`src/hw/rtl/brw_pkg.sv`:
```
// ----------------------------------------------------------------------------
// brw_pkg: shared types and constants of the boot recovery watchdog
// Register indexes, reset values, outcome codes and the beat structs.
// ----------------------------------------------------------------------------
package brw_pkg;

  // register indexes on the config port
  localparam logic [2:0] CFG_BOOT_LIMIT     = 3'd0;
  localparam logic [2:0] CFG_SHUTDOWN_LIMIT = 3'd1;
  localparam logic [2:0] CFG_PAUSE          = 3'd2;
  localparam logic [2:0] CFG_PULSE_INTERVAL = 3'd3;
  localparam logic [2:0] CFG_BRINGUP_LIMIT  = 3'd4;

  // register reset values, in milliseconds
  localparam logic [15:0] BOOT_LIMIT_RST     = 16'd3000;
  localparam logic [15:0] SHUTDOWN_LIMIT_RST = 16'd20000;
  localparam logic [15:0] PAUSE_RST          = 16'd500;
  localparam logic [15:0] PULSE_INTERVAL_RST = 16'd500;
  localparam logic [15:0] BRINGUP_LIMIT_RST  = 16'd10000;

  // outcome codes
  localparam logic [2:0] OUT_NONE      = 3'd0;
  localparam logic [2:0] OUT_SUCCESS   = 3'd1;
  localparam logic [2:0] OUT_RECOVERED = 3'd2;
  localparam logic [2:0] OUT_SHUT_TO   = 3'd3;
  localparam logic [2:0] OUT_BRING_TO  = 3'd4;

  typedef struct packed {
    logic [15:0] boot_limit_ms;
    logic [15:0] shutdown_limit_ms;
    logic [15:0] pause_ms;
    logic [15:0] pulse_interval_ms;
    logic [15:0] bringup_limit_ms;
  } cfg_t;

  typedef struct packed {
    logic action;
    logic boot_ok;
    logic reboot_request;
    logic shutdown_ok;
    logic bringup_ok;
  } item_t;

  typedef struct packed {
    logic       send_shutdown;
    logic       send_power_switch;
    logic       clear_shutdown_flag;
    logic       clear_bringup_flag;
    logic       busy_res;
    logic [2:0] outcome;
  } result_t;

endpackage

```
`src/hw/rtl/brw_cfg.sv`:
```
// ----------------------------------------------------------------------------
// brw_cfg: limit registers
// Five 16-bit timing registers, written through a plain write port.
// ----------------------------------------------------------------------------
module brw_cfg (
  input  logic                clk_i,
  input  logic                rst_ni,
  input  logic                cfg_we_i,
  input  logic [2:0]          cfg_idx_i,
  input  logic [15:0]         cfg_wdata_i,
  output brw_pkg::cfg_t       cfg_o
);

  brw_pkg::cfg_t cfg_q, cfg_d;

  // decode the write
  always_comb begin
    cfg_d = cfg_q;
    if (cfg_we_i) begin
      unique case (cfg_idx_i)
        brw_pkg::CFG_BOOT_LIMIT:     cfg_d.boot_limit_ms     = cfg_wdata_i;
        brw_pkg::CFG_SHUTDOWN_LIMIT: cfg_d.shutdown_limit_ms = cfg_wdata_i;
        brw_pkg::CFG_PAUSE:          cfg_d.pause_ms          = cfg_wdata_i;
        brw_pkg::CFG_PULSE_INTERVAL: cfg_d.pulse_interval_ms = cfg_wdata_i;
        brw_pkg::CFG_BRINGUP_LIMIT:  cfg_d.bringup_limit_ms  = cfg_wdata_i;
        default:                     cfg_d = cfg_q;
      endcase
    end
  end

  // register file
  always_ff @(posedge clk_i or negedge rst_ni) begin
    if (!rst_ni) begin
      cfg_q.boot_limit_ms     <= brw_pkg::BOOT_LIMIT_RST;
      cfg_q.shutdown_limit_ms <= brw_pkg::SHUTDOWN_LIMIT_RST;
      cfg_q.pause_ms          <= brw_pkg::PAUSE_RST;
      cfg_q.pulse_interval_ms <= brw_pkg::PULSE_INTERVAL_RST;
      cfg_q.bringup_limit_ms  <= brw_pkg::BRINGUP_LIMIT_RST;
    end else begin
      cfg_q <= cfg_d;
    end
  end

  assign cfg_o = cfg_q;

endmodule

```
`src/hw/rtl/brw_fsm.sv`:
```
// ----------------------------------------------------------------------------
// brw_fsm: supervision sequencer
// Phase and counters, advanced once per accepted beat; the result of the
// beat is produced combinationally for the output register.
// ----------------------------------------------------------------------------
module brw_fsm (
  input  logic              clk_i,
  input  logic              rst_ni,
  input  logic              accept_i,
  input  brw_pkg::item_t    item_i,
  input  brw_pkg::cfg_t     cfg_i,
  output brw_pkg::result_t  res_o
);

  localparam logic [2:0] PH_IDLE  = 3'd0;
  localparam logic [2:0] PH_BOOT  = 3'd1;
  localparam logic [2:0] PH_SHUT  = 3'd2;
  localparam logic [2:0] PH_PAUSE = 3'd3;
  localparam logic [2:0] PH_BRING = 3'd4;

  logic [2:0]  phase_q, phase_d;
  logic [15:0] elapsed_q, elapsed_d;
  logic [15:0] since_pulse_q, since_pulse_d;
  logic        pulse_seen_q, pulse_seen_d;
  logic [15:0] elapsed_inc, since_inc;

  // saturating increments
  assign elapsed_inc = (elapsed_q == 16'hFFFF) ? elapsed_q : elapsed_q + 16'd1;
  assign since_inc   = (since_pulse_q == 16'hFFFF) ? since_pulse_q
                                                   : since_pulse_q + 16'd1;

  // next state and result of one beat
  always_comb begin
    phase_d       = phase_q;
    elapsed_d     = elapsed_q;
    since_pulse_d = since_pulse_q;
    pulse_seen_d  = pulse_seen_q;
    res_o         = '0;
    res_o.outcome = brw_pkg::OUT_NONE;
    if (item_i.action) begin
      phase_d       = PH_BOOT;
      elapsed_d     = '0;
      since_pulse_d = '0;
      pulse_seen_d  = 1'b0;
    end else begin
      unique case (phase_q)
        PH_IDLE: begin
          phase_d = PH_IDLE;
        end
        PH_BOOT: begin
          elapsed_d = elapsed_inc;
          if (item_i.boot_ok) begin
            res_o.outcome = brw_pkg::OUT_SUCCESS;
            phase_d       = PH_IDLE;
          end else if (elapsed_inc > cfg_i.boot_limit_ms || item_i.reboot_request) begin
            res_o.send_shutdown       = 1'b1;
            res_o.clear_shutdown_flag = 1'b1;
            phase_d                   = PH_SHUT;
            elapsed_d                 = '0;
          end
        end
        PH_SHUT: begin
          elapsed_d = elapsed_inc;
          if (item_i.shutdown_ok) begin
            res_o.clear_bringup_flag = 1'b1;
            elapsed_d                = '0;
            if (cfg_i.pause_ms == 16'd0) begin
              phase_d       = PH_BRING;
              since_pulse_d = '0;
              pulse_seen_d  = 1'b0;
            end else begin
              phase_d = PH_PAUSE;
            end
          end else if (elapsed_inc > cfg_i.shutdown_limit_ms) begin
            res_o.outcome = brw_pkg::OUT_SHUT_TO;
            phase_d       = PH_IDLE;
          end
        end
        PH_PAUSE: begin
          elapsed_d = elapsed_inc;
          if (elapsed_inc >= cfg_i.pause_ms) begin
            phase_d       = PH_BRING;
            elapsed_d     = '0;
            since_pulse_d = '0;
            pulse_seen_d  = 1'b0;
          end
        end
        PH_BRING: begin
          elapsed_d     = elapsed_inc;
          since_pulse_d = since_inc;
          if (item_i.bringup_ok) begin
            res_o.outcome = brw_pkg::OUT_RECOVERED;
            phase_d       = PH_IDLE;
          end else begin
            if (!pulse_seen_q || since_inc > cfg_i.pulse_interval_ms) begin
              res_o.send_power_switch = 1'b1;
              since_pulse_d           = '0;
              pulse_seen_d            = 1'b1;
            end
            if (elapsed_inc > cfg_i.bringup_limit_ms) begin
              res_o.outcome = brw_pkg::OUT_BRING_TO;
              phase_d       = PH_IDLE;
            end
          end
        end
        default: begin
          phase_d = PH_IDLE;
        end
      endcase
    end
    res_o.busy_res = (phase_d != PH_IDLE);
  end

  // sequencer state
  always_ff @(posedge clk_i or negedge rst_ni) begin
    if (!rst_ni) begin
      phase_q       <= PH_IDLE;
      elapsed_q     <= '0;
      since_pulse_q <= '0;
      pulse_seen_q  <= 1'b0;
    end else if (accept_i) begin
      phase_q       <= phase_d;
      elapsed_q     <= elapsed_d;
      since_pulse_q <= since_pulse_d;
      pulse_seen_q  <= pulse_seen_d;
    end
  end

  // a start beat always lands in boot wait with cleared counters
  a_start_boot: assert property (@(posedge clk_i) disable iff (!rst_ni)
    accept_i && item_i.action |=> phase_q == PH_BOOT && elapsed_q == 16'd0)
    else $error("start beat did not arm boot wait");

  // a tick while idle leaves the sequencer idle
  a_idle_hold: assert property (@(posedge clk_i) disable iff (!rst_ni)
    accept_i && !item_i.action && phase_q == PH_IDLE |=> phase_q == PH_IDLE)
    else $error("idle tick left idle");

  // pulse spacing counter only runs in bringup
  a_since_pulse: assert property (@(posedge clk_i) disable iff (!rst_ni)
    phase_q != PH_BRING && phase_q != PH_IDLE |-> since_pulse_q == 16'd0)
    else $error("pulse counter running outside bringup");

endmodule

```
`src/hw/rtl/brw_out.sv`:
```
// ----------------------------------------------------------------------------
// brw_out: result register
// Holds one result beat; a new beat loads while the held one is taken.
// ----------------------------------------------------------------------------
module brw_out (
  input  logic              clk_i,
  input  logic              rst_ni,
  input  logic              load_i,
  input  brw_pkg::result_t  res_i,
  input  logic              out_stall_i,
  output logic              full_stall_o,
  output logic              out_valid_o,
  output brw_pkg::result_t  res_o
);

  logic             valid_q, valid_d;
  brw_pkg::result_t res_q;

  // upstream waits only when the held beat is not being taken
  assign full_stall_o = valid_q && out_stall_i;

  always_comb begin
    valid_d = valid_q;
    if (load_i) begin
      valid_d = 1'b1;
    end else if (!out_stall_i) begin
      valid_d = 1'b0;
    end
  end

  // valid flag
  always_ff @(posedge clk_i or negedge rst_ni) begin
    if (!rst_ni) begin
      valid_q <= 1'b0;
    end else begin
      valid_q <= valid_d;
    end
  end

  // payload
  always_ff @(posedge clk_i) begin
    if (load_i) begin
      res_q <= res_i;
    end
  end

  assign out_valid_o = valid_q;
  assign res_o       = res_q;

  // a finished sequence is never reported as still running
  a_outcome_idle: assert property (@(posedge clk_i) disable iff (!rst_ni)
    valid_q && res_q.outcome != brw_pkg::OUT_NONE |-> !res_q.busy_res)
    else $error("outcome with busy set");

  // shutdown command always travels with its flag clear
  a_sd_pair: assert property (@(posedge clk_i) disable iff (!rst_ni)
    valid_q |-> res_q.send_shutdown == res_q.clear_shutdown_flag)
    else $error("shutdown pulse without flag clear");

  // a load never happens while the held beat is stuck
  a_no_overwrite: assert property (@(posedge clk_i) disable iff (!rst_ni)
    load_i |-> !(valid_q && out_stall_i))
    else $error("result register overwritten");

endmodule

```
`src/hw/rtl/boot_recovery_watchdog.sv`:
```
// ----------------------------------------------------------------------------
// boot_recovery_watchdog: boot supervisor with shutdown and power recovery
//
//   channel  direction  handshake               payload
//   in       sink       in_valid_i / in_stall_o  action, boot_ok, reboot_request,
//                                                shutdown_ok, bringup_ok
//   out      source     out_valid_o / out_stall_i send_shutdown, send_power_switch,
//                                                clear_shutdown_flag,
//                                                clear_bringup_flag, busy_res, outcome
//   cfg      sink       cfg_we_i                 cfg_idx_i, cfg_wdata_i
//
// One beat in per cycle while in_stall_o is low; its result appears in the output
// register in the cycle after acceptance. The phase and counter update is a
// single compare and increment step.
// Reset clears the sequencer to idle, empties the output register and loads
// the register defaults. A stalled output blocks the input only while the
// held result is not taken; otherwise input and output move every cycle.
// ----------------------------------------------------------------------------
module boot_recovery_watchdog (
  input  logic        clk_i,
  input  logic        rst_ni,
  // input beats
  input  logic        in_valid_i,
  output logic        in_stall_o,
  input  logic        action_i,
  input  logic        boot_ok_i,
  input  logic        reboot_request_i,
  input  logic        shutdown_ok_i,
  input  logic        bringup_ok_i,
  // result beats
  output logic        out_valid_o,
  input  logic        out_stall_i,
  output logic        send_shutdown_o,
  output logic        send_power_switch_o,
  output logic        clear_shutdown_flag_o,
  output logic        clear_bringup_flag_o,
  output logic        busy_res_o,
  output logic [2:0]  outcome_o,
  // configuration
  input  logic        cfg_we_i,
  input  logic [2:0]  cfg_idx_i,
  input  logic [15:0] cfg_wdata_i
);

  brw_pkg::cfg_t    cfg;
  brw_pkg::item_t   item;
  brw_pkg::result_t res_next, res_held;
  logic             accept;

  // gather the input beat
  assign item.action         = action_i;
  assign item.boot_ok        = boot_ok_i;
  assign item.reboot_request = reboot_request_i;
  assign item.shutdown_ok    = shutdown_ok_i;
  assign item.bringup_ok     = bringup_ok_i;

  assign accept = in_valid_i && !in_stall_o;

  brw_cfg u_cfg (
    .clk_i       (clk_i),
    .rst_ni      (rst_ni),
    .cfg_we_i    (cfg_we_i),
    .cfg_idx_i   (cfg_idx_i),
    .cfg_wdata_i (cfg_wdata_i),
    .cfg_o       (cfg)
  );

  brw_fsm u_fsm (
    .clk_i    (clk_i),
    .rst_ni   (rst_ni),
    .accept_i (accept),
    .item_i   (item),
    .cfg_i    (cfg),
    .res_o    (res_next)
  );

  brw_out u_out (
    .clk_i        (clk_i),
    .rst_ni       (rst_ni),
    .load_i       (accept),
    .res_i        (res_next),
    .out_stall_i  (out_stall_i),
    .full_stall_o (in_stall_o),
    .out_valid_o  (out_valid_o),
    .res_o        (res_held)
  );

  // spread the result beat onto its ports
  assign send_shutdown_o       = res_held.send_shutdown;
  assign send_power_switch_o   = res_held.send_power_switch;
  assign clear_shutdown_flag_o = res_held.clear_shutdown_flag;
  assign clear_bringup_flag_o  = res_held.clear_bringup_flag;
  assign busy_res_o            = res_held.busy_res;
  assign outcome_o             = res_held.outcome;

endmodule
```
`config.mk`:
```
export PLATFORM = sky130hd
export DESIGN_NAME = boot_recovery_watchdog
export DESIGN_NICKNAME = d
export VERILOG_FILES = /design/src/hw/rtl/brw_pkg.sv /design/src/hw/rtl/brw_cfg.sv /design/src/hw/rtl/brw_fsm.sv /design/src/hw/rtl/brw_out.sv /design/src/hw/rtl/boot_recovery_watchdog.sv
export SDC_FILE = /design/constraint.sdc
export NUM_CORES = 1
export LEC_CHECK = 0
export ABC_AREA = 1
export BUFFER_PORTS_ARGS = -buffer_cell sky130_fd_sc_hd__buf_2
export CAP_MARGIN = 20
export CORE_MARGIN = 1
export CORE_UTILIZATION = 50
export CTS_CLUSTER_DIAMETER = 60
export DETAILED_ROUTE_END_ITERATION = 8
export PLACE_DENSITY = 0.64
export RECOVER_POWER = 50
export SLEW_MARGIN = 30
export SYNTH_ARGS = -nofsm -noshare
export SYNTH_HDL_FRONTEND = slang
export SYNTH_SLANG_ARGS = --single-unit
```
`constraint.sdc`:
```
create_clock -name clk_i -period 4.5 [get_ports clk_i]
set_input_delay 0.675 -clock clk_i [delete_from_list [all_inputs] [get_ports clk_i]]
set_output_delay 0.675 -clock clk_i [all_outputs]
set_load 0.02 [all_outputs]
```
# Word level (Yosys, flattened, before mapping)

Cells that the tools add are included.

Add/subtract/negate cells: 2
$lt $le $gt $ge: 5
Equal/unequal tests: 16
Multiplexer cells: 43
Bitwise logic cells: 3
Reductions and logical operators: 22

Operators by type and width:

| cell                  | number |
|---|---|
| $mux 16               | 13 |
| $gt 16x16->1          | 4 |
| $pmux 16 s4           | 1 |
| $pmux 16 s3           | 1 |
| $mux 3                | 12 |
| $add 16x1->16 const B | 2 |
| $eq 16x16->1 const B  | 2 |
| $ge 16x16->1          | 1 |
| $logic_not 16->1      | 1 |
| $eq 3x2->1 const B    | 4 |
| $mux 1                | 12 |
| $pmux 3 s4            | 1 |
| $reduce_and 2->1      | 6 |
| $ne 3x2->1 const B    | 3 |
| $pmux 3 s3            | 1 |
| $reduce_and 7->1      | 1 |
| $eq 3x1->1 const B    | 2 |
| $eq 3x3->1 const B    | 2 |
| $ne 3x3->1 const B    | 2 |
| $reduce_or 3->1       | 2 |
| $reduce_and 5->1      | 1 |
| $reduce_bool 5->1     | 1 |
| $reduce_bool 4->1     | 1 |
| $logic_not 3->1       | 1 |
| other kinds (9)       | 14 |

Register bits: 124
Input port bits: 29
Output and inout bits: 10
Word-level logic and storage cells: 106

# Longest topological paths before layout

Gate-level depths: netlist (run 1).

Word-level depth: 9
Mapped depth: 27
Gate-level depth less buffers: 27

# Modules after synthesis

From an unflattened synthesis (run 1), not the netlist that was laid out.

Cells, all modules: 1063
Area total of the unflattened synthesis: 8184.1 um^2

Modules (own cells, without submodules):

| module                 | times used | cells each | area each (um^2) | seq. area each (um^2) |
|---|---|---|---|---|
| brw_fsm                | 1          | 692        | 4613.2           | 900.9 |
| brw_cfg                | 1          | 356        | 3280.6           | 2038.2 |
| brw_out                | 1          | 13         | 280.3            | 265.3 |
| boot_recovery_watchdog | 1          | 2          | 10.0             | 0.0 |

# Worst setup path before layout (run 1)

Ideal clock, no wire load.

Path type: register -> register
Start point: register u_fsm.elapsed_q[0]
End point: register u_out.res_q, in the netlist u_out.res_o[3] (data pin)
Setup time: 261 ps
Arrival: 3135 ps
Required time: 4239 ps
Path slack: 1104 ps
Cell stages (with the launch flop): 27
Buffers on the path: 0
Period minus slack after synthesis: 3396 ps
Cells stage by stage: dfrtp_1 ha_1 nand2_1 nor2_1 nand2_1 nor2_1 nor3_2 nand4_1 nor2_1 nand2_1 nor2_2 nand3_1 xor2_1 inv_1 ha_1 nand2_1 inv_1 nand4_1 nor2_1 o211ai_1 nand2_1 nand2_1 nand2_1 o21a_1 nand2_1 nand2_1 nand3b_1

RTL lines:

| what                   | line           | RTL |
|---|---|---|
| start, declared        | brw_fsm.sv:22  | `logic [15:0] elapsed_q, elapsed_d;` |
| start signal, assigned | brw_fsm.sv:123 | `elapsed_q <= elapsed_d;` |
| end signal, assigned   | brw_out.sv:43  | `res_q <= res_i;` |
| end, declared          | brw_out.sv:17  | `brw_pkg::result_t res_q;` |

# Worst setup path after layout (run 1)

Start point: register u_fsm.elapsed_q[0]
End point: register u_fsm.since_pulse_q[11]

Cells in the longest elaborated chain, start to end: 5
Elaborated cells on any way between the ends: 6
Classes of those cells: add/sub (1); order compare (1); eq/ne (2); mux (1); reduce/logical (1)

RTL lines:

| what                                                 | line           | RTL |
|---|---|---|
| $add 16x1->16 / $eq 16x16->1 (equally long branches) | brw_fsm.sv:28  | `assign elapsed_inc = (elapsed_q == 16'hFFFF) ? elapsed_q : elapsed_q + 16'd1;` |
| $mux 16 *                                            | brw_fsm.sv:28  |  |
| $ge 16x16->1 *                                       | brw_fsm.sv:81  | `if (elapsed_inc >= cfg_i.pause_ms) begin` |
| $ne 3x2->1 (no line) *                               | n/a            |  |
| $reduce_and 5->1 (no line) *                         | n/a            |  |
| end signal, assigned                                 | brw_fsm.sv:124 | `since_pulse_q <= since_pulse_d;` |
| end, declared                                        | brw_fsm.sv:23  | `logic [15:0] since_pulse_q, since_pulse_d;` |

Mark *: on every way between the ends. The rest lies on a longest branch, timed or not.
A chain may end at the register's enable or synchronous reset.

==> results.sh, run 1 <==
export IMPL_outcome="complete, but fails checks"
export IMPL_violations="capacitance limit, slew limit"
export IMPL_setup_violations=0
export IMPL_hpwl_mm=13.9
export IMPL_grt_pass1_wl_mm=30.9
export IMPL_dr_first_iter_drc_count=373
export IMPL_die_h_um=127
export IMPL_postCtsSetupRepairBufs=0
export IMPL_cp_depth=21
export IMPL_synth_cell_type_count=49
export IMPL_synth_largest_area_cell="dfrtp_1"
export IMPL_worstPathCellList="ha_1, nand2_1, nor2_1, nand2_1, nor2_1, nor3_2, nand4_1, nor2_1, nand2_1, nor2_2, nand3_1, xor2_1, inv_1, ha_1, nand4_1, nor3_1, nand2_2, nand3_4, nand3_4, nand2_1, o21ai_2"
export IMPL_design_core_area_um2=15200
export IMPL_reg2reg_slack_ns=0.54
export IMPL_io_pins=39
export IMPL_synthesis_area_um2=7790
export IMPL_fp_row_count=45
export IMPL_clk_pin_slew_ns=0.06
export IMPL_final_layout_size_suffix_gt1_share_pct=14.6
export IMPL_gp_congestion=0.861
export IMPL_worstSetupPathType="reg2reg"
export IMPL_worstPathArrival_ns=4.26
export IMPL_crit_required_ns=4.80
export IMPL_clock_sinks=124
export IMPL_cts_max_path_buffers=2
export IMPL_cp_end_kind="register"
export IMPL_reg2reg_from="u_fsm.elapsed_q[0]"
export IMPL_p_leak_nw=4.39
export IMPL_critPathMostFrequentCell="nand2_1"
export IMPL_worstReg2RegEnd="u_fsm.since_pulse_q[11]"
export IMPL_grt_pass1_vias=6129
export IMPL_vdd_ir_drop_max_v=0.000292
export IMPL_final_cells=1215
export IMPL_max_stage_delay_ns=0.40
export IMPL_finalHoldViolCount=0
export IMPL_synthArstFlopShare_pct=94.4
export IMPL_syn_num_nets=1077
export IMPL_max_freq_ghz=0.253
export IMPL_synth_common_cells="nand2_1 (220), inv_1 (162), o21ai_0 (105), dfrtp_1 (88), ha_1 (78)"
export IMPL_dr_pass1_iters=5
export IMPL_yosysWarnings=0
export IMPL_wirelength_mm=18.6
export IMPL_powerDensity_nw_per_um2=385
export IMPL_relSlewSlack_pct=-64.3
export IMPL_nFillCells=1412
export IMPL_yosysMostFrequentCell="nand2_1"
export IMPL_synth_top_area_share_pct=28.3
export IMPL_antenna_found_initial=0
export IMPL_path_buf_inv=1
export IMPL_wire_per_inst_um=15.3
export IMPL_clk_latency_ns=0.42
export IMPL_holdPathEnd="u_out.out_valid_o"
export IMPL_ys_seq_area_share_pct=40.7
export IMPL_synthFlopType="dfrtp_1"
export IMPL_slowest_stage="dfrtp_1"
export IMPL_final_area_um2=8740
export IMPL_diodes=0
export IMPL_overflow=0
export IMPL_hp_start="in_valid_i"
export IMPL_cap_violations=1
export IMPL_synth_seq_cells=124
export IMPL_post_dp_cell_area_um2=8190
export IMPL_grt_total_usage_pct=25.0
export IMPL_drc=0
export IMPL_dp_cells=1183
export IMPL_cp_top_family="simple AND/OR/NAND/NOR gates"
export IMPL_clockRootBuffer="clkbuf_16"
export IMPL_layout_min_cycle_time_ns=3.96
export IMPL_min_path_type="in2reg"
export IMPL_drv_slew=45
export IMPL_cts_tree="done"
export IMPL_viasPerCell=5.21
export IMPL_whs_path_depth=3
export IMPL_rsz0062_at_grt="no"
export IMPL_final_util_pct=57.5
export IMPL_synthCells=970
export IMPL_htreeDepth=4
export IMPL_rr_worst_depth=21
export IMPL_die_x_um=127
export IMPL_num_vias=6332
export IMPL_power_total_mw=3.36
export IMPL_fin_skew_ns=0.00820
export IMPL_io_buffers=38
export IMPL_synth_edf_count=7
export IMPL_final_nets=1121
export IMPL_synthTopCellsByArea="dfrtp_1 (28%), ha_1 (13%), nand2_1 (11%), dfstp_2 (9.8%), inv_1 (7.8%)"
export IMPL_critPathMaxFanout=32
export IMPL_critPathLaunchType="register"
export IMPL_ant_nets=0
export IMPL_grt_max_degree=45
export IMPL_tightest_slew_ns=2.46
export IMPL_period_share_pct=88.0
export IMPL_setup_tns_final_ns=0
export IMPL_die_area_um2=16100
export IMPL_synthToLayoutAreaGrowth_pct=12.1
export IMPL_start_util_pct=51.3
export IMPL_cts_buffers_inserted=17
export IMPL_avgSynthCellArea_um2=8.03
kinds of logic after synthesis:
logic type	count (synthesis)	synth area share (%)
flops	124	40.7
xor+xnor	17	1.91
buf+inv	187	9.36
simple gates	371	21.1
compound gates	193	14.4
fa+ha+maj	78	12.5
metal layers:
metal | track usage, % | routed length, um | up-vias
li1 | - | - | 3257
met1 | 33.8 | 9040 | 2943
met2 | 40.3 | 8580 | 110
met3 | 4.30 | 583 | 22
met4 | 9.38 | 345 | 0
met5 | 0 | 0 | -
state kept, by name, summed over array words and instances, names as in the netlist:
register	flops
u_out.res_o	7
u_fsm.elapsed_q	16
u_cfg.cfg_o	80
u_fsm.pulse_seen_q	1
u_fsm.phase_q	3
u_fsm.since_pulse_q	16
u_out.out_valid_o	1
layout by cell type (no fill, tap or decap), types with 3 or more instances in the layout:
master and n:
clkbuf_1 5, o21ai_0 104, a211oi_1 3, o21a_1 3, buf_2 36, a21oi_1 39, ha_1 78, dfstp_2 29
dfrtp_1 88, buf_4 5, nor3_2 3, nand4_1 17, inv_1 162, nand2_1 218, nand2_2 6, inv_6 6
o211ai_1 4, nand3_2 5, nor2_4 3, o21ai_1 8, xnor2_1 5, o21ai_2 14, nor2_1 56, edfxtp_1 7
o22ai_2 3, nor3_1 15, nand3_1 37, xor2_1 12, clkbuf_16 18
per-stage QoR:
step | hold slack (ns) | setup WS [ns]
after floorplan | 0.379 | 1.10
after global placement | 0.466 | 0.551
after detailed placement | 0.473 | 0.507
after CTS | 0.281 | 0.468
after global routing | 0.484 | 0.0559
final | 0.471 | 0.541
worst min-delay path, stage by stage:
cell     delay (ns)
buf_2          0.08
inv_1          0.05
nand2_1        0.06
layout make-up:
cell class              count  area [um2]  share of cell area (%)
repair buffers             47         243                    2.78
multi-input cells         659        3910                    44.7
clock buffers              19         454                    5.20
well taps                 188         235                    2.69
flip-flops and latches    124        3170                    36.3
clock inverters            13         106                    1.22
inverters                 165         619                    7.09
report_power, final:
part	switching (mW)	leakage, nW	total [mW]	internal (mW)
Sequential	0.0883	1.52	1.40	1.31
Combinational	0.434	2.59	0.668	0.234
Clock	0.546	0.273	1.30	0.749
Total	1.07	4.39	3.36	2.29
worst max-delay path by stage:
stage / start / to / slack, ns
2_1_floorplan: u_fsm.elapsed_q[0] / u_out.res_o[3] / 1.10
3_3_place_gp: u_fsm.elapsed_q[0] / u_out.res_o[3] / 0.55
3_5_place_dp: u_fsm.elapsed_q[0] / u_out.res_o[3] / 0.51
4_1_cts: u_fsm.elapsed_q[0] / u_out.res_o[3] / 0.47
5_1_grt: u_fsm.elapsed_q[0] / u_fsm.elapsed_q[15] / 0.06
6_report: u_fsm.elapsed_q[0] / u_fsm.since_pulse_q[11] / 0.54
timing repair:
item	CTS	global route
hold buffers	0	0
setup endpoints to repair	0	1
resized for setup	0	1
(Power assumes the default switching activity.)
==> inputs of run 2 (changes only) <==
Settings changed: CORE_MARGIN 1 to unset, TNS_END_PERCENT set to 5.
Clock period 4.5 ns to 4.4 ns, I/O delays scaled along.
==> results.sh, run 2 (synthesized netlist as in run 1, its figures left out) <==
export IMPL_cts_tree="done"
export IMPL_die_area_um2=16100
export IMPL_die_h_um=127
export IMPL_max_stage_delay_ns=0.40
export IMPL_cp_end_kind="register"
export IMPL_diodes=0
export IMPL_vdd_ir_drop_max_v=0.000318
export IMPL_drc=0
export IMPL_synthToLayoutAreaGrowth_pct=12.7
export IMPL_critPathLaunchType="register"
export IMPL_worstPathCellList="ha_1, nand2_1, nor2_1, nand2_1, nor2_1, nor3_2, nand4_1, nor2_1, nand2_1, nor2_2, nand3_1, xor2_1, inv_1, ha_1, nand2_1, inv_1, nand4_1, nor2_1, o211ai_1, nand2_1, nand2_1, a21oi_4, nand2_4, o22ai_1"
export IMPL_rsz0062_at_grt="no"
export IMPL_layout_min_cycle_time_ns=3.99
export IMPL_wirelength_mm=18.5
export IMPL_tightest_slew_ns=2.83
export IMPL_final_nets=1120
export IMPL_final_common_cell="nand2_1"
export IMPL_overflow=0
export IMPL_p_leak_nw=4.40
export IMPL_fin_skew_ns=0.0113
export IMPL_gp_congestion=0.849
export IMPL_clkPwrFrac_pct=40.1
export IMPL_finalHoldViolCount=0
export IMPL_start_util_pct=51.3
export IMPL_io_pins=39
export IMPL_slowest_stage="dfrtp_1"
export IMPL_powerDensity_nw_per_um2=400
export IMPL_p_comb_share_pct=19.4
export IMPL_internal_power_mw=2.44
export IMPL_p_sw_mw=1.08
export IMPL_largest_reg_flops=80
export IMPL_io_buffers=38
export IMPL_cap_violations=1
export IMPL_cts_max_path_buffers=2
export IMPL_dr_pass1_iters=4
export IMPL_antenna_found_initial=0
export IMPL_clk_latency_ns=0.43
export IMPL_clockRootBuffer="clkbuf_16"
export IMPL_path_buf_inv=2
export IMPL_cp_top_family="simple AND/OR/NAND/NOR gates"
export IMPL_crit_required_ns=4.73
export IMPL_power_total_mw=3.52
export IMPL_grt_pass1_vias=6159
export IMPL_grt_busiest_layer="met2"
export IMPL_setup_tns_final_ns=0
export IMPL_min_path_type="in2reg"
export IMPL_hpwl_mm=13.9
export IMPL_grt_pass1_wl_mm=31.0
export IMPL_clock_sinks=124
export IMPL_grt_max_degree=69
export IMPL_seqPwrFrac_pct=40.5
export IMPL_design_core_area_um2=15200
export IMPL_period_share_pct=90.7
export IMPL_worstPathArrival_ns=4.32
export IMPL_grt_util_met1_pct=33.5
export IMPL_wire_per_inst_um=15.2
export IMPL_num_vias=6340
export IMPL_htreeDepth=4
export IMPL_relSlewSlack_pct=-88.7
export IMPL_cts_buffers_inserted=17
export IMPL_drv_slew=51
export IMPL_final_cell_mix="nand2_1 (218), inv_1 (162), o21ai_0 (104)"
export IMPL_die_x_um=127
export IMPL_final_layout_size_suffix_gt1_share_pct=14.7
export IMPL_outcome="complete, but fails checks"
export IMPL_critPathMaxFanout=9
export IMPL_grt_total_usage_pct=25.2
export IMPL_fp_row_count=45
export IMPL_dr_first_iter_drc_count=336
export IMPL_viasPerCell=5.22
export IMPL_ant_nets=0
export IMPL_worstSetupPathType="reg2reg"
export IMPL_violations="capacitance limit, slew limit"
export IMPL_reg2reg_slack_ns=0.41
export IMPL_nFillCells=1433
export IMPL_postCtsSetupRepairBufs=0
export IMPL_clk_pin_slew_ns=0.06
export IMPL_critPathMostFrequentCell="nand2_1"
export IMPL_max_freq_ghz=0.251
export IMPL_met2_usage_pct=41.0
export IMPL_netSwitchingFraction_pct=30.6
export IMPL_setup_violations=0
export IMPL_grtUsageMet3_pct=4.34
[run 2: power by group through the flow]
| stage | clock network [mW] | logic (mW) | registers [mW] |
|---|---|---|---|
| final | 1.41 | 0.683 | 1.43 |
| after floorplan | 0 | 0.477 | 1.43 |
| after CTS | 1.42 | 0.691 | 1.42 |
| after global placement | 0 | 0.672 | 1.44 |
| after detailed placement | 0 | 0.685 | 1.44 |
| after global routing | 1.48 | 0.809 | 1.45 |
[run 2: per-layer routing]
layer | routed length, um | share of wire [%] | vias to the layer above
li1 | - | - | 3256
met4 | 424 | 2.3 | 0
met3 | 606 | 3.3 | 28
met1 | 8810 | 48 | 2928
met5 | 0 | 0 | -
met2 | 8670 | 47 | 128
[run 2: layout make-up]
type	count	area [um2]	area share [%]
clock buffer	21	493	5.61
multi-input combinational	659	3920	44.6
clock inverter	11	108	1.22
inverter	165	619	7.05
tap	188	235	2.68
timing repair buffer	46	240	2.73
sequential	124	3170	36.1
[run 2: worst paths after layout]
kind / start / to / cells after the start
max: u_fsm.elapsed_q[0] / u_fsm.elapsed_q[0] / 24
min: out_stall_i / u_out.out_valid_o / 3
max reg2reg: u_fsm.elapsed_q[0] / u_fsm.elapsed_q[0] / 24
min reg2reg: u_cfg.cfg_o[2] / u_cfg.cfg_o[2] / 2
max in group asynchronous: rst_ni / u_cfg.cfg_o[56] / 2
min in group asynchronous: rst_ni / u_fsm.since_pulse_q[6] / 1
[run 2: worst min-delay path, delay by kind of cell]
kind,cells,cell delay (ns)
buffers and inverters,1,0.08
and+or+nand+nor,2,0.11
[run 2: repair_timing]
| item | CTS | global route |
|---|---|---|
| setup endpoints to repair | 0 | 6 |
| hold buffers | 0 | 0 |
| resized for setup | 0 | 3 |
[run 2: per-stage QoR]
step	cell area [um2]	worst slack [ns]	utilization, %	cells	hold WS [ns]
after floorplan	7790	1.00	-	970	0.364
after global placement	8180	0.378	53.8	1182	0.466
after detailed placement	8190	0.365	53.9	1182	0.473
after CTS	8790	0.346	57.9	1214	0.310
after global routing	8790	0.000367	57.8	1214	0.461
final	8790	0.409	57.8	1214	0.460
==> inputs of run 3 (changes only) <==
Settings changed: CORE_UTILIZATION 50 to 30, PLACE_DENSITY 0.64 to 0.42.
==> results.sh, run 3 (synthesized netlist as in run 1, its figures left out) <==
export IMPL_dr_pass1_iters=5
export IMPL_critPathLaunchType="register"
export IMPL_antenna_found_initial=0
export IMPL_overflow=0
export IMPL_wl_met3_um=543
export IMPL_gp_congestion=0.803
export IMPL_fin_skew_ns=0.0100
export IMPL_relSlewSlack_pct=-100
export IMPL_cts_max_path_buffers=2
export IMPL_crit_required_ns=4.75
export IMPL_clk_latency_ns=0.42
export IMPL_viasPerCell=4.60
export IMPL_top_layer_used="met4"
export IMPL_wire_per_inst_um=15.7
export IMPL_wl_met1_mm=10.9
export IMPL_htreeDepth=4
export IMPL_worstPathArrival_ns=4.55
export IMPL_worstSetupStartpoint="u_fsm.elapsed_q[0]"
export IMPL_die_h_um=163
export IMPL_grt_max_degree=51
export IMPL_design_core_area_um2=25300
export IMPL_cap_violations=1
export IMPL_setup_tns_final_ns=0
export IMPL_power_total_mw=3.49
export IMPL_pre_cts_slack_ns=0.138
export IMPL_cts_buffers_inserted=17
export IMPL_clk_pin_slew_ns=0.06
export IMPL_vdd_ir_drop_max_v=0.000207
export IMPL_largest_reg_flops=80
export IMPL_rsz0062_at_grt="yes"
export IMPL_period_share_pct=95.5
export IMPL_hpwl_mm=16.2
export IMPL_layout_min_cycle_time_ns=4.20
export IMPL_synthToLayoutAreaGrowth_pct=15.4
export IMPL_setup_violations=0
export IMPL_critPathMostFrequentCell="nand2_1"
export IMPL_clockRootBuffer="clkbuf_16"
export IMPL_cts_tree="done"
export IMPL_min_path_type="in2reg"
export IMPL_grt_total_usage_pct=17.4
export IMPL_die_area_um2=26600
export IMPL_drc=0
export IMPL_drv_slew=51
export IMPL_wl_met2_mm=9.78
export IMPL_start_util_pct=30.8
export IMPL_dr_first_iter_drc_count=375
export IMPL_wirelength_mm=21.4
export IMPL_final_layout_size_suffix_gt1_share_pct=15.2
export IMPL_reg2reg_from="u_fsm.elapsed_q[0]"
export IMPL_clock_sinks=124
export IMPL_powerDensity_nw_per_um2=388
export IMPL_final_area_um2=8990
export IMPL_ant_nets=0
export IMPL_postCtsSetupRepairBufs=0
export IMPL_slowest_stage="dfrtp_1"
export IMPL_outcome="complete, but fails checks"
export IMPL_final_common_cell="nand2_1"
export IMPL_max_stage_delay_ns=0.40
export IMPL_diodes=0
export IMPL_setup_ws_ns=0.197
export IMPL_tightest_slew_ns=3.00
export IMPL_io_pins=39
export IMPL_final_cell_mix="nand2_1 (220), inv_1 (162), o21ai_0 (104)"
export IMPL_ctsHoldBuffers=0
export IMPL_post_dp_cell_area_um2=8450
export IMPL_violations="capacitance limit, slew limit"
export IMPL_worstPathCellList="ha_1, nand2_1, nor2_1, nand2_1, nor2_1, nor3_2, nand4_1, nor2_1, nand2_1, xor2_1, inv_1, ha_1, a21oi_1, o21ai_0, a21boi_0, nand2_1, nand2_1, nand2_1, nand2_1, nand2_1, a21oi_4, nand2_4, o21ai_2"
export IMPL_die_x_um=163
export IMPL_hp_start="in_valid_i"
export IMPL_final_nets=1129
export IMPL_finalHoldViolCount=0
export IMPL_fp_row_count=58
export IMPL_p_leak_nw=4.42
export IMPL_io_buffers=38
export IMPL_grt_pass1_vias=6142
export IMPL_worstSetupPathType="reg2reg"
export IMPL_num_vias=6274
export IMPL_cp_end_kind="register"
export IMPL_grt_pass1_wl_mm=34.9
export IMPL_critPathMaxFanout=9
export IMPL_nFillCells=2697
export IMPL_max_freq_ghz=0.238
[run 3: changes by cell type in the layout (fill, tap and decap cells not counted), moves of 2 or more]
cell and change:
clkinvlp_4 +3, inv_6 +4, nand2_1 +2, clkinv_2 -2
nand2_2 -2, clkinv_4 -2, buf_4 +7, clkbuf_16 -2
[run 3: repair_timing]
action / 4_1_cts / 5_1_grt
endpoints found under the hold margin: 0 / 0
resized for setup: 0 / 4
setup endpoints to repair: 0 / 33
[run 3: where the power goes]
part           internal [mW]  switching [mW]
Combinational          0.241           0.446
Sequential              1.34          0.0848
Clock                  0.788           0.588
Total                   2.37            1.12
[run 3: per-stage QoR]
stage / hold slack, ns / instances / util, %
after floorplan: 0.364 / 970 / -
after global placement: 0.467 / 1333 / 33.4
after detailed placement: 0.474 / 1333 / 33.4
after CTS: 0.319 / 1365 / 35.6
after global routing: 0.447 / 1365 / 35.5
final: 0.449 / 1365 / 35.5
[run 3: layer usage]
layer / global-route usage (%) / up-vias
li1: - / 3279
met1: 24.4 / 2904
met2: 27.6 / 79
met3: 3.28 / 12
met4: 3.65 / 0
met5: 0 / -
[run 3: area by class of cell]
class / instances / area, um2 / area share (%)
Clock inverter: 14 / 138 / 1.53
Multi-Input combinational cell: 659 / 3910 / 43.4
Sequential cell: 124 / 3170 / 35.3
Tap cell: 330 / 413 / 4.59
Clock buffer: 18 / 429 / 4.77
Inverter: 165 / 619 / 6.89
Timing Repair Buffer: 55 / 314 / 3.49
[run 3: worst paths after layout]
path / endpoint / slack [ns] / cells after the start
worst min-delay path: u_out.out_valid_o / 0.45 / 3
worst min register to register: u_cfg.cfg_o[26] / 0.48 / 2
max in group asynchronous: u_cfg.cfg_o[74] / 0.68 / 2
worst max register to register: u_fsm.elapsed_q[15] / 0.20 / 23
worst max-delay path: u_fsm.elapsed_q[15] / 0.20 / 23
min in group asynchronous: u_cfg.cfg_o[19] / 1.21 / 1
[run 3: worst max-delay path: cells and delay by family (launching register included)]
family | cells | cell delay, ns
fa+ha+maj | 2 | 0.55
buf+inv | 1 | 0.18
flops | 1 | 0.40
simple gates | 14 | 1.61
xor+xnor | 1 | 0.29
compound gates | 5 | 1.10
